--- config.mk ---
export PLATFORM = sky130hd
export DESIGN_NAME = playfair_digraph_encipher
export DESIGN_NICKNAME = d
export VERILOG_FILES = /design/src/rtl/pfde_pkg.sv /design/src/rtl/pfde_front.sv /design/src/rtl/pfde_back.sv /design/src/rtl/playfair_digraph_encipher.sv
export SDC_FILE = /design/constraint.sdc
export NUM_CORES = 1
export LEC_CHECK = 0
export ABC_CLOCK_PERIOD_IN_PS = 8000
export BUFFER_PORTS_ARGS = -buffer_cell sky130_fd_sc_hd__buf_2
export CAP_MARGIN = 20
export CORE_MARGIN = 2
export CORE_UTILIZATION = 40
export DETAILED_ROUTE_END_ITERATION = 12
export GPL_TIMING_DRIVEN = 0
export PLACE_DENSITY = 0.61
export SYNTH_ARGS = -nofsm -noshare
export SYNTH_HDL_FRONTEND = slang
export SYNTH_SLANG_ARGS = --single-unit
--- constraint.sdc ---
create_clock -name clk -period 8 [get_ports clk]
set_input_delay 0.8 -clock clk [delete_from_list [all_inputs] [get_ports clk]]
set_output_delay 0.8 -clock clk [all_outputs]
set_load 0.005 [all_outputs]
--- src/rtl/pfde_pkg.sv ---
// ----------------------------------------------------------------------------
// pfde_pkg
// Shared types, codes and helper functions of the Playfair digraph encipher.
// ----------------------------------------------------------------------------
`default_nettype none

package pfde_pkg;

  // Input operation codes
  localparam logic [1:0] OP_KEY_CHAR  = 2'd0;
  localparam logic [1:0] OP_KEY_END   = 2'd1;
  localparam logic [1:0] OP_TEXT_CHAR = 2'd2;
  localparam logic [1:0] OP_TEXT_END  = 2'd3;

  // Square geometry
  localparam int CELLS   = 25;
  localparam int LETTERS = 26;

  localparam logic [4:0] CELL_COUNT  = 5'd25;
  localparam logic [4:0] LETTER_I    = 5'd8;
  localparam logic [4:0] LETTER_J    = 5'd9;
  localparam logic [4:0] LETTER_Z    = 5'd25;
  localparam logic [2:0] LAST_COLUMN = 3'd4;

  // ASCII bounds
  localparam logic [7:0] CHAR_UPPER_A = 8'd65;
  localparam logic [7:0] CHAR_UPPER_Z = 8'd90;
  localparam logic [7:0] CHAR_LOWER_A = 8'd97;
  localparam logic [7:0] CHAR_LOWER_Z = 8'd122;
  localparam logic [7:0] CASE_OFFSET  = 8'd32;
  localparam logic [6:0] ASCII_A      = 7'd97;

  typedef struct packed {
    logic [1:0] op;
    logic [7:0] char_in;
  } in_item_t;

  typedef struct packed {
    logic [6:0] cipher_letter;
    logic       pair_last;
  } out_item_t;

  typedef enum logic [1:0] {
    CMD_KEY,
    CMD_KEY_END,
    CMD_TEXT,
    CMD_TEXT_END
  } cmd_kind_t;

  typedef struct packed {
    cmd_kind_t  kind;
    logic [4:0] letter;
    logic       ok;
  } cmd_t;

  typedef struct packed {
    logic valid;
    cmd_t cmd;
  } head_t;

  typedef enum logic [2:0] {
    S_IDLE,
    S_FILL,
    S_CELL,
    S_SQR,
    S_SECOND
  } state_t;

  // Row of a cell index 0..24
  function automatic logic [2:0] cell_row(input logic [4:0] c);
    logic [2:0] r;
    if (c >= 5'd20) r = 3'd4;
    else if (c >= 5'd15) r = 3'd3;
    else if (c >= 5'd10) r = 3'd2;
    else if (c >= 5'd5) r = 3'd1;
    else r = 3'd0;
    return r;
  endfunction

  // Column of a cell index 0..24
  function automatic logic [2:0] cell_col(input logic [4:0] c);
    logic [4:0] r5;
    logic [4:0] k;
    r5 = {2'b00, cell_row(c)};
    k  = c - {r5[2:0], 2'b00} - r5;
    return k[2:0];
  endfunction

  // Step one row or column with wrap
  function automatic logic [2:0] wrap_inc(input logic [2:0] x);
    return (x == LAST_COLUMN) ? 3'd0 : x + 3'd1;
  endfunction

  function automatic logic [4:0] cell_at(input logic [2:0] r, input logic [2:0] k);
    return {r, 2'b00} + {2'b00, r} + {2'b00, k};
  endfunction

  // Keyless square contents
  function automatic logic [4:0] rst_square_letter(input logic [4:0] c);
    return (c < LETTER_J) ? c : c + 5'd1;
  endfunction

  function automatic logic [4:0] rst_letter_cell(input logic [4:0] l);
    return (l <= LETTER_I) ? l : l - 5'd1;
  endfunction

endpackage

`default_nettype wire

--- src/rtl/pfde_front.sv ---
// ----------------------------------------------------------------------------
// pfde_front
// Accepts input beats, classifies characters and queues commands.
// ----------------------------------------------------------------------------
`default_nettype none

module pfde_front (
  input  wire logic              clk,
  input  wire logic              rst_n,
  input  wire logic              in_valid,
  output logic                   in_stall,
  input  wire pfde_pkg::in_item_t in_item,
  output pfde_pkg::head_t        head,
  input  wire logic              pop
);
  import pfde_pkg::*;

  logic [7:0] lc;
  logic       is_let;
  logic [4:0] letter;
  logic       push;
  cmd_t       cmd;

  cmd_t       q_r [2];
  logic       wr_ptr_r, wr_ptr_nxt;
  logic       rd_ptr_r, rd_ptr_nxt;
  logic [1:0] count_r, count_nxt;

  // Fold case and find the letter index
  always_comb begin
    lc = in_item.char_in;
    if (in_item.char_in >= CHAR_UPPER_A && in_item.char_in <= CHAR_UPPER_Z) begin
      lc = in_item.char_in + CASE_OFFSET;
    end
    is_let = (lc >= CHAR_LOWER_A) && (lc <= CHAR_LOWER_Z);
    letter = 5'(lc - CHAR_LOWER_A);
  end

  // Map the op to a command; non-letters travel with ok low
  always_comb begin
    cmd.kind   = CMD_KEY;
    cmd.letter = letter;
    cmd.ok     = 1'b0;
    unique case (in_item.op)
      OP_KEY_CHAR: begin
        cmd.kind = CMD_KEY;
        cmd.ok   = is_let && (letter != LETTER_J);
      end
      OP_KEY_END: begin
        cmd.kind = CMD_KEY_END;
      end
      OP_TEXT_CHAR: begin
        cmd.kind   = CMD_TEXT;
        cmd.letter = (letter == LETTER_J) ? LETTER_I : letter;
        cmd.ok     = is_let;
      end
      OP_TEXT_END: begin
        cmd.kind = CMD_TEXT_END;
      end
    endcase
  end

  assign in_stall = (count_r == 2'd2);
  assign push     = in_valid && !in_stall;

  // Queue pointers and fill level
  always_comb begin
    wr_ptr_nxt = push ? !wr_ptr_r : wr_ptr_r;
    rd_ptr_nxt = pop ? !rd_ptr_r : rd_ptr_r;
    count_nxt  = count_r;
    if (push && !pop) count_nxt = count_r + 2'd1;
    else if (pop && !push) count_nxt = count_r - 2'd1;
  end

  always_ff @(posedge clk) begin
    if (!rst_n) begin
      wr_ptr_r <= 1'b0;
      rd_ptr_r <= 1'b0;
      count_r  <= 2'd0;
    end else begin
      wr_ptr_r <= wr_ptr_nxt;
      rd_ptr_r <= rd_ptr_nxt;
      count_r  <= count_nxt;
    end
  end

  always_ff @(posedge clk) begin
    if (push) begin
      q_r[wr_ptr_r] <= cmd;
    end
  end

  assign head.valid = (count_r != 2'd0);
  assign head.cmd   = q_r[rd_ptr_r];

endmodule

`default_nettype wire

--- src/rtl/pfde_back.sv ---
// ----------------------------------------------------------------------------
// pfde_back
// Runs queued commands: key square build, letter pairing and encipher.
// ----------------------------------------------------------------------------
`default_nettype none

module pfde_back (
  input  wire logic               clk,
  input  wire logic               rst_n,
  input  wire pfde_pkg::head_t    head,
  output logic                    pop,
  output logic                    out_valid,
  input  wire logic               out_stall,
  output pfde_pkg::out_item_t     out_item
);
  import pfde_pkg::*;

  state_t     state_r, state_nxt;
  logic [25:0] mask_r, mask_nxt;
  logic [4:0] fill_r, fill_nxt;
  logic       building_r, building_nxt;
  logic       held_valid_r, held_valid_nxt;
  logic [4:0] held_r, held_nxt;
  logic [4:0] walk_r, walk_nxt;
  out_item_t  out_r, out_nxt;
  logic       out_valid_r, out_valid_nxt;
  logic [6:0] second_r, second_nxt;

  // Square memories with keyless-square fallback for unwritten entries
  logic [4:0]         sq_mem   [CELLS];
  logic [4:0]         cell_mem [LETTERS];
  logic [CELLS-1:0]   sq_vld_r;
  logic [LETTERS-1:0] cell_vld_r;

  logic       pl_we;
  logic [4:0] pl_letter, pl_cell;
  logic       cre, sre;
  logic [4:0] cra, crb, sra, srb;
  logic [4:0] cell_qa_r, cell_qb_r, sq_qa_r, sq_qb_r;

  logic [25:0] eff_mask;
  logic [4:0]  eff_fill;
  logic        out_free;
  logic [2:0]  ra, ka, rb, kb;
  logic [4:0]  oa, ob;
  logic        walk_place;

  // Shared terms
  always_comb begin
    eff_mask   = building_r ? mask_r : 26'd0;
    eff_fill   = building_r ? fill_r : 5'd0;
    out_free   = !out_valid_r || !out_stall;
    walk_place = (walk_r != LETTER_J) && !mask_r[walk_r] && (fill_r < CELL_COUNT);
    ra = cell_row(cell_qa_r);
    ka = cell_col(cell_qa_r);
    rb = cell_row(cell_qb_r);
    kb = cell_col(cell_qb_r);
    priority if (ra == rb) begin
      oa = cell_at(ra, wrap_inc(ka));
      ob = cell_at(rb, wrap_inc(kb));
    end else if (ka == kb) begin
      oa = cell_at(wrap_inc(ra), ka);
      ob = cell_at(wrap_inc(rb), kb);
    end else begin
      oa = cell_at(ra, kb);
      ob = cell_at(rb, ka);
    end
  end

  // Next state
  always_comb begin
    state_nxt = state_r;
    unique case (state_r)
      S_IDLE: begin
        if (head.valid) begin
          unique case (head.cmd.kind)
            CMD_KEY:     state_nxt = S_IDLE;
            CMD_KEY_END: state_nxt = S_FILL;
            CMD_TEXT: begin
              if (building_r) state_nxt = S_FILL;
              else if (held_valid_r && head.cmd.ok) state_nxt = S_CELL;
            end
            CMD_TEXT_END: begin
              if (building_r) state_nxt = S_FILL;
              else if (held_valid_r) state_nxt = S_CELL;
            end
          endcase
        end
      end
      S_FILL:   if (walk_r == LETTER_Z) state_nxt = S_IDLE;
      S_CELL:   state_nxt = S_SQR;
      S_SQR:    if (out_free) state_nxt = S_SECOND;
      S_SECOND: if (out_free) state_nxt = S_IDLE;
      default:  state_nxt = S_IDLE;
    endcase
  end

  // Datapath and outputs
  always_comb begin
    pop            = 1'b0;
    pl_we          = 1'b0;
    pl_letter      = head.cmd.letter;
    pl_cell        = eff_fill;
    cre            = 1'b0;
    cra            = held_r;
    crb            = head.cmd.letter;
    sre            = 1'b0;
    sra            = oa;
    srb            = ob;
    mask_nxt       = mask_r;
    fill_nxt       = fill_r;
    building_nxt   = building_r;
    held_valid_nxt = held_valid_r;
    held_nxt       = held_r;
    walk_nxt       = walk_r;
    second_nxt     = second_r;
    out_nxt        = out_r;
    out_valid_nxt  = out_valid_r && out_stall;
    unique case (state_r)
      S_IDLE: begin
        if (head.valid) begin
          unique case (head.cmd.kind)
            CMD_KEY: begin
              pop          = 1'b1;
              building_nxt = 1'b1;
              mask_nxt     = eff_mask;
              fill_nxt     = eff_fill;
              if (head.cmd.ok && !eff_mask[head.cmd.letter]) begin
                mask_nxt = eff_mask | (26'd1 << head.cmd.letter);
                if (eff_fill < CELL_COUNT) begin
                  pl_we    = 1'b1;
                  fill_nxt = eff_fill + 5'd1;
                end
              end
            end
            CMD_KEY_END: begin
              pop          = 1'b1;
              building_nxt = 1'b1;
              mask_nxt     = eff_mask;
              fill_nxt     = eff_fill;
              walk_nxt     = 5'd0;
            end
            CMD_TEXT: begin
              walk_nxt = 5'd0;
              if (!building_r) begin
                pop = 1'b1;
                // drop non-letters once the square is complete
                if (head.cmd.ok) begin
                  if (!held_valid_r) begin
                    held_nxt       = head.cmd.letter;
                    held_valid_nxt = 1'b1;
                  end else begin
                    held_valid_nxt = 1'b0;
                    cre            = 1'b1;
                  end
                end
              end
            end
            CMD_TEXT_END: begin
              walk_nxt = 5'd0;
              crb      = LETTER_Z;
              if (!building_r) begin
                pop = 1'b1;
                if (held_valid_r) begin
                  held_valid_nxt = 1'b0;
                  cre            = 1'b1;
                end
              end
            end
          endcase
        end
      end
      S_FILL: begin
        pl_letter = walk_r;
        pl_cell   = fill_r;
        if (walk_place) begin
          pl_we    = 1'b1;
          fill_nxt = fill_r + 5'd1;
          mask_nxt = mask_r | (26'd1 << walk_r);
        end
        if (walk_r == LETTER_Z) building_nxt = 1'b0;
        else walk_nxt = walk_r + 5'd1;
      end
      S_CELL: begin
        sre = 1'b1;
      end
      S_SQR: begin
        if (out_free) begin
          out_nxt.cipher_letter = ASCII_A + {2'b00, sq_qa_r};
          out_nxt.pair_last     = 1'b0;
          out_valid_nxt         = 1'b1;
          second_nxt            = ASCII_A + {2'b00, sq_qb_r};
        end
      end
      S_SECOND: begin
        if (out_free) begin
          out_nxt.cipher_letter = second_r;
          out_nxt.pair_last     = 1'b1;
          out_valid_nxt         = 1'b1;
        end
      end
      default: begin
        pop = 1'b0;
      end
    endcase
  end

  // Control registers
  always_ff @(posedge clk) begin
    if (!rst_n) begin
      state_r      <= S_IDLE;
      mask_r       <= 26'd0;
      fill_r       <= 5'd0;
      building_r   <= 1'b0;
      held_valid_r <= 1'b0;
      held_r       <= 5'd0;
      out_valid_r  <= 1'b0;
      sq_vld_r     <= '0;
      cell_vld_r   <= '0;
    end else begin
      state_r      <= state_nxt;
      mask_r       <= mask_nxt;
      fill_r       <= fill_nxt;
      building_r   <= building_nxt;
      held_valid_r <= held_valid_nxt;
      held_r       <= held_nxt;
      out_valid_r  <= out_valid_nxt;
      if (pl_we) begin
        sq_vld_r[pl_cell]     <= 1'b1;
        cell_vld_r[pl_letter] <= 1'b1;
      end
    end
  end

  // Payload registers
  always_ff @(posedge clk) begin
    walk_r   <= walk_nxt;
    out_r    <= out_nxt;
    second_r <= second_nxt;
  end

  // Memory writes
  always_ff @(posedge clk) begin
    if (pl_we) begin
      sq_mem[pl_cell]     <= pl_letter;
      cell_mem[pl_letter] <= pl_cell;
    end
  end

  // Registered reads; hold data while not enabled
  always_ff @(posedge clk) begin
    if (cre) begin
      cell_qa_r <= cell_vld_r[cra] ? cell_mem[cra] : rst_letter_cell(cra);
      cell_qb_r <= cell_vld_r[crb] ? cell_mem[crb] : rst_letter_cell(crb);
    end
    if (sre) begin
      sq_qa_r <= sq_vld_r[sra] ? sq_mem[sra] : rst_square_letter(sra);
      sq_qb_r <= sq_vld_r[srb] ? sq_mem[srb] : rst_square_letter(srb);
    end
  end

  assign out_valid = out_valid_r;
  assign out_item  = out_r;

  // Commands leave the queue only from idle
  a_pop_idle: assert property (@(posedge clk) disable iff (!rst_n)
    pop |-> (state_r == S_IDLE))
    else $error("command popped outside idle");

  // Fill level never passes the square size
  a_fill_range: assert property (@(posedge clk) disable iff (!rst_n)
    fill_r <= CELL_COUNT)
    else $error("fill count beyond square");

  // Encipher only runs on a finished square
  a_cell_built: assert property (@(posedge clk) disable iff (!rst_n)
    (state_r == S_CELL) |-> !building_r)
    else $error("encipher during key build");

  // While the second letter waits, the first one occupies the output
  a_second_wait: assert property (@(posedge clk) disable iff (!rst_n)
    (state_r == S_SECOND) |-> (out_valid_r && !out_r.pair_last))
    else $error("second letter without first in output");

endmodule

`default_nettype wire

--- src/rtl/playfair_digraph_encipher.sv ---
// ----------------------------------------------------------------------------
// playfair_digraph_encipher
// Playfair encipher over a character stream with key square build.
// ----------------------------------------------------------------------------
// A pair-completing beat passes the command queue and the cell lookup, square
//   lookup and output registers; the second letter is registered once the
//   first is taken. The back engine takes key and first text letters in idle,
//   runs pairs through the cell, square and second states and runs the fill
//   walk over 26 letters on key end or text during key entry. A 2-entry queue
//   decouples input; reset returns the keyless square at once, no clear pass.
`default_nettype none

module playfair_digraph_encipher (
  input  wire logic               clk,
  input  wire logic               rst_n,
  input  wire logic               in_valid,
  output logic                    in_stall,
  input  wire pfde_pkg::in_item_t in_item,
  output logic                    out_valid,
  input  wire logic               out_stall,
  output pfde_pkg::out_item_t     out_item
);
  import pfde_pkg::*;

  head_t head;
  logic  pop;

  pfde_front u_front (
    .clk      (clk),
    .rst_n    (rst_n),
    .in_valid (in_valid),
    .in_stall (in_stall),
    .in_item  (in_item),
    .head     (head),
    .pop      (pop)
  );

  pfde_back u_back (
    .clk       (clk),
    .rst_n     (rst_n),
    .head      (head),
    .pop       (pop),
    .out_valid (out_valid),
    .out_stall (out_stall),
    .out_item  (out_item)
  );

endmodule

`default_nettype wire

==> impl_metrics.yaml <==
placement:
  placed_cells_incl_taps: 3066
  place.port_buffers: 22
  globalplace.congestion: 0.981
  placed_area_sq_um: 24500
  post-dp-hpwl_um: 57600
critical_path:
  critical_path.endpoint_type: "register"
  worst_ep_arrival_ps: 7610
  worst_setup_path_start_kind: "register"
  setup.worst_path.class: "reg -> reg"
  r2r_end: "u_back.sq_qb_r[0]"
  r2r.worst_path.cells: 24
  worst-endpoint-required_ps: 8300
  reg2reg_setup_slack_ps: 690
  maximum_fanout_count_along_the_critical_path: 9
  worst_r2r_startpoint: "u_back.cell_qb_r[1]"
synth:
  synth_area_sq_um: 23300
  synth.yosys.seq_area_share_pct: 49.0
  post-synth-top-area-fraction_pct: 40.1
  synth.top_cells.by_area: "sky130_fd_sc_hd__edfxtp_1 40%, sky130_fd_sc_hd__dfxtp_1 8.9%, sky130_fd_sc_hd__nand2_1 5.7%"
  synth-warning-count: 0
  synth.ff_latch_count: 414
  synthCells: 2271
  synthFlopType: "sky130_fd_sc_hd__edfxtp_1"
  synthArstFlopShare_pct: 0
  synth_top_cell_by_area: "sky130_fd_sc_hd__edfxtp_1"
  synth.lib_cells_used.distinct: 100
  postSynthNetCount: 2347
  synth_area_per_cell_sq_um: 10.3
  synth_enable_flop_cells: 311
sta:
  worstMarginPinSlew_ps: 1150
  finalClockSkew_ps: 45.0
  timing.setup.tns_ps: 0
  timing.final.setup_violations: 0
  period_share_pct: 91.4
  layout_min_cycle_time_ps: 7310
  max-slew-margin-rel_pct: 23.0
  unrepaired_setup_endpoints_after_global_routing: "false"
  final_max_slew_viol_count: 0
  max_clock_freq_ghz: 0.137
  final_hold_viol_count: 0
global_route:
  number_of_global_route_vias_before_repair: 18300
  grt_max_degree: 28
  antenna_found_initial: 0
  global_route.overflow_total: 0
  first_pass_grt_wire_length_um: 117000
  grtUsageTotal_pct: 25.7
clock_tree:
  cts_post_setup_buffers_inserted: 0
  cts_root_buffer: "sky130_fd_sc_hd__clkbuf_16"
  worst_setup_hold_path_clk_slew_ps: 60
  tritoncts.num_buffers: 45
  clockBufferDepth: 3
  cts_hold_repair.buffers: 0
  cts.sink_count: 414
  cts_tree: "yes"
  cts_resized: 0
  htreeDepth: 2
  insertion_delay_ps: 630
detailed_routing:
  drc: 0
  routed-via-count: 19400
  detail_route.first_pass.iterations: 6
  routed_wirelength_um: 78500
  wl_per_cell_um: 24.9
  dr_iter_0_viols: 2605
  postRouteAntennaNets: 0
  routed_via_density: 6.15
final_layout:
  diodes: 0
  fraction_of_layout_instances_using_a_drive_strength_above_1_pct: 11.5
  final_common_cell: "sky130_fd_sc_hd__nand2_1"
  layout.cells.most_common_list: "352 x sky130_fd_sc_hd__nand2_1, 311 x sky130_fd_sc_hd__edfxtp_1, 198 x sky130_fd_sc_hd__nor2_1, 147 x sky130_fd_sc_hd__nand3_1, 122 x sky130_fd_sc_hd__a21oi_1"
  nets: 2426
  final_cells: 3151
  regArea_sq_um: 11400
  fillerInstances: 5343
  area.growth.synth_to_final_pct: 12.1
  multi_input_area_sq_um: 11000
  postLayoutCellArea_sq_um: 26100
die:
  core_area_sq_um: 57600
  design.die.area_sq_um: 60200
  std_cell_rows: 88
  io_pins: 24
  floorplan.initialDensity_pct: 40.4
  floorplan.die.width_um: 245
  chipHeight_um: 245
power:
  ir_worst_vdd_mv: 0.195
  power-per-cell-area_nw_per_um2: 305
  power.static_leakage_uw: 0.00904
run:
  maxCapViolCount: 0
outcome:
  run_status: "completed"
hold_path:
  worstHoldPathCells: 1
  hold_start: "u_back.sq_vld_r[23]"
  whs_endpoint: "u_back.sq_vld_r[23]"
  worst_hold_path_type: "reg -> reg"
==> synthesized netlist by cell type (all sizes together), types with 8 or more instances <==
cell,number
nand4,16
xnor2,22
a21o,8
o221ai,33
nand2,353
nand3,147
o21a,45
a211oi,28
a311o,9
o22ai,10
buf,60
and3,15
a31oi,24
dfxtp,103
a21oi,125
ha,53
o211ai,17
fa,9
or2,10
inv,63
mux4,50
xor2,18
nor2,198
o21ai,100
mux2i,99
edfxtp,311
and2,25
a21boi,9
a311oi,19
a221oi,10
a22oi,14
o31ai,9
a2111oi,8
nor3,32
clkbuf,83
mux2,20
nor2b,26
nand2b,11
nand3b,9
==> worst max path at each step <==
stage	end	slack [ps]	start	cells past startpoint
detailed placement	u_back.sq_qb_r[0]	820	u_back.cell_qb_r[1]	24
finish	u_back.sq_qb_r[0]	690	u_back.cell_qb_r[1]	24
CTS	u_back.sq_qb_r[0]	770	u_back.cell_qb_r[1]	24
global route	u_back.sq_qb_r[1]	460	u_back.cell_qb_r[1]	23
floorplan	u_back.sq_qb_r[4]	2200	u_back.cell_qb_r[1]	23
global placement	u_back.sq_qb_r[0]	610	u_back.cell_qb_r[1]	25
==> power by group <==
part	internal [uW]	switching (uW)	leakage, uW	total, uW
Sequential	2570	103	0.00350	2680
Clock	1330	923	0.000783	2250
Combinational	935	2100	0.00476	3030
Total	4830	3130	0.00904	7960
==> worst max-delay path, stage by stage, from the launching register on <==
cell and delay, ps:
sky130_fd_sc_hd__edfxtp_1 570, sky130_fd_sc_hd__o21bai_1 240, sky130_fd_sc_hd__a21boi_0 160, sky130_fd_sc_hd__nor2_1 300, sky130_fd_sc_hd__inv_2 160, sky130_fd_sc_hd__ha_1 320, sky130_fd_sc_hd__inv_1 40, sky130_fd_sc_hd__ha_1 170
sky130_fd_sc_hd__or2_2 310, sky130_fd_sc_hd__fa_1 430, sky130_fd_sc_hd__or3_4 430, sky130_fd_sc_hd__nand2_1 190, sky130_fd_sc_hd__fa_1 450, sky130_fd_sc_hd__ha_1 310, sky130_fd_sc_hd__a21o_1 170, sky130_fd_sc_hd__a21oi_1 170
sky130_fd_sc_hd__xnor2_1 100, sky130_fd_sc_hd__mux2_4 290, sky130_fd_sc_hd__mux2i_1 670, sky130_fd_sc_hd__nand2_2 410, sky130_fd_sc_hd__nor2_1 430, sky130_fd_sc_hd__a2111oi_0 210, sky130_fd_sc_hd__buf_1 190, sky130_fd_sc_hd__o2111ai_1 100
sky130_fd_sc_hd__o21ai_0 150
==> metal layers <==
layer | GRT usage, % | wire length [um] | vias to the layer above
li1 | - | - | 8600
met1 | 35.1 | 32400 | 9426
met2 | 41.6 | 36200 | 1150
met4 | 9.18 | 2810 | 0
met3 | 3.66 | 7070 | 192
met5 | 0 | 0 | -
==> kinds of logic (layout without fill, tap and decap cells) <==
family,count (synthesis),in the layout,share of synthesized area [%]
buffers and inverters,210,325,3.89
adders and majority gates,62,62,3.62
xor gates and xnor gates,40,40,1.50
muxes,169,169,10.1
AOI/OAI and AO/OA,515,515,15.4
DFF,414,414,49.0
and+or+nand+nor,861,861,16.5
==> registers in the layout, summed over array words and instances (netlist names), 7 cells and up, named ones only <==
| name | flops |
|---|---|
| u_back.cell_mem | 130 |
| u_back.sq_mem | 125 |
| u_back.cell_vld_r | 26 |
| u_back.mask_r | 26 |
| u_back.sq_vld_r | 25 |
| u_front.q_r | 16 |
| u_back.out_item | 8 |
| u_back.second_r | 7 |
==> layout make-up <==
class / instances / share of cell area (%)
Sequential cell: 414 / 43.7
Multi-Input combinational cell: 1647 / 42.1
Clock buffer: 64 / 5.06
Tap cell: 765 / 3.66
Buffer: 143 / 2.49
Clock inverter: 19 / 1.10
Inverter: 67 / 0.982
Timing Repair Buffer: 32 / 0.944
==> per-stage QoR <==
| step | setup slack (ps) | total power [uW] | util, % | hold WS [ps] |
|---|---|---|---|---|
| after floorplan | 2200 | 4620 | - | 433 |
| after global placement | 611 | 5590 | 42.3 | 456 |
| after detailed placement | 824 | 5640 | 42.5 | 470 |
| after CTS | 772 | 7870 | 45.3 | 481 |
| after global routing | 461 | 8260 | 45.4 | 503 |
| final | 686 | 7960 | 45.4 | 482 |
No activity file was read; power rests on OpenSTA's default activity.
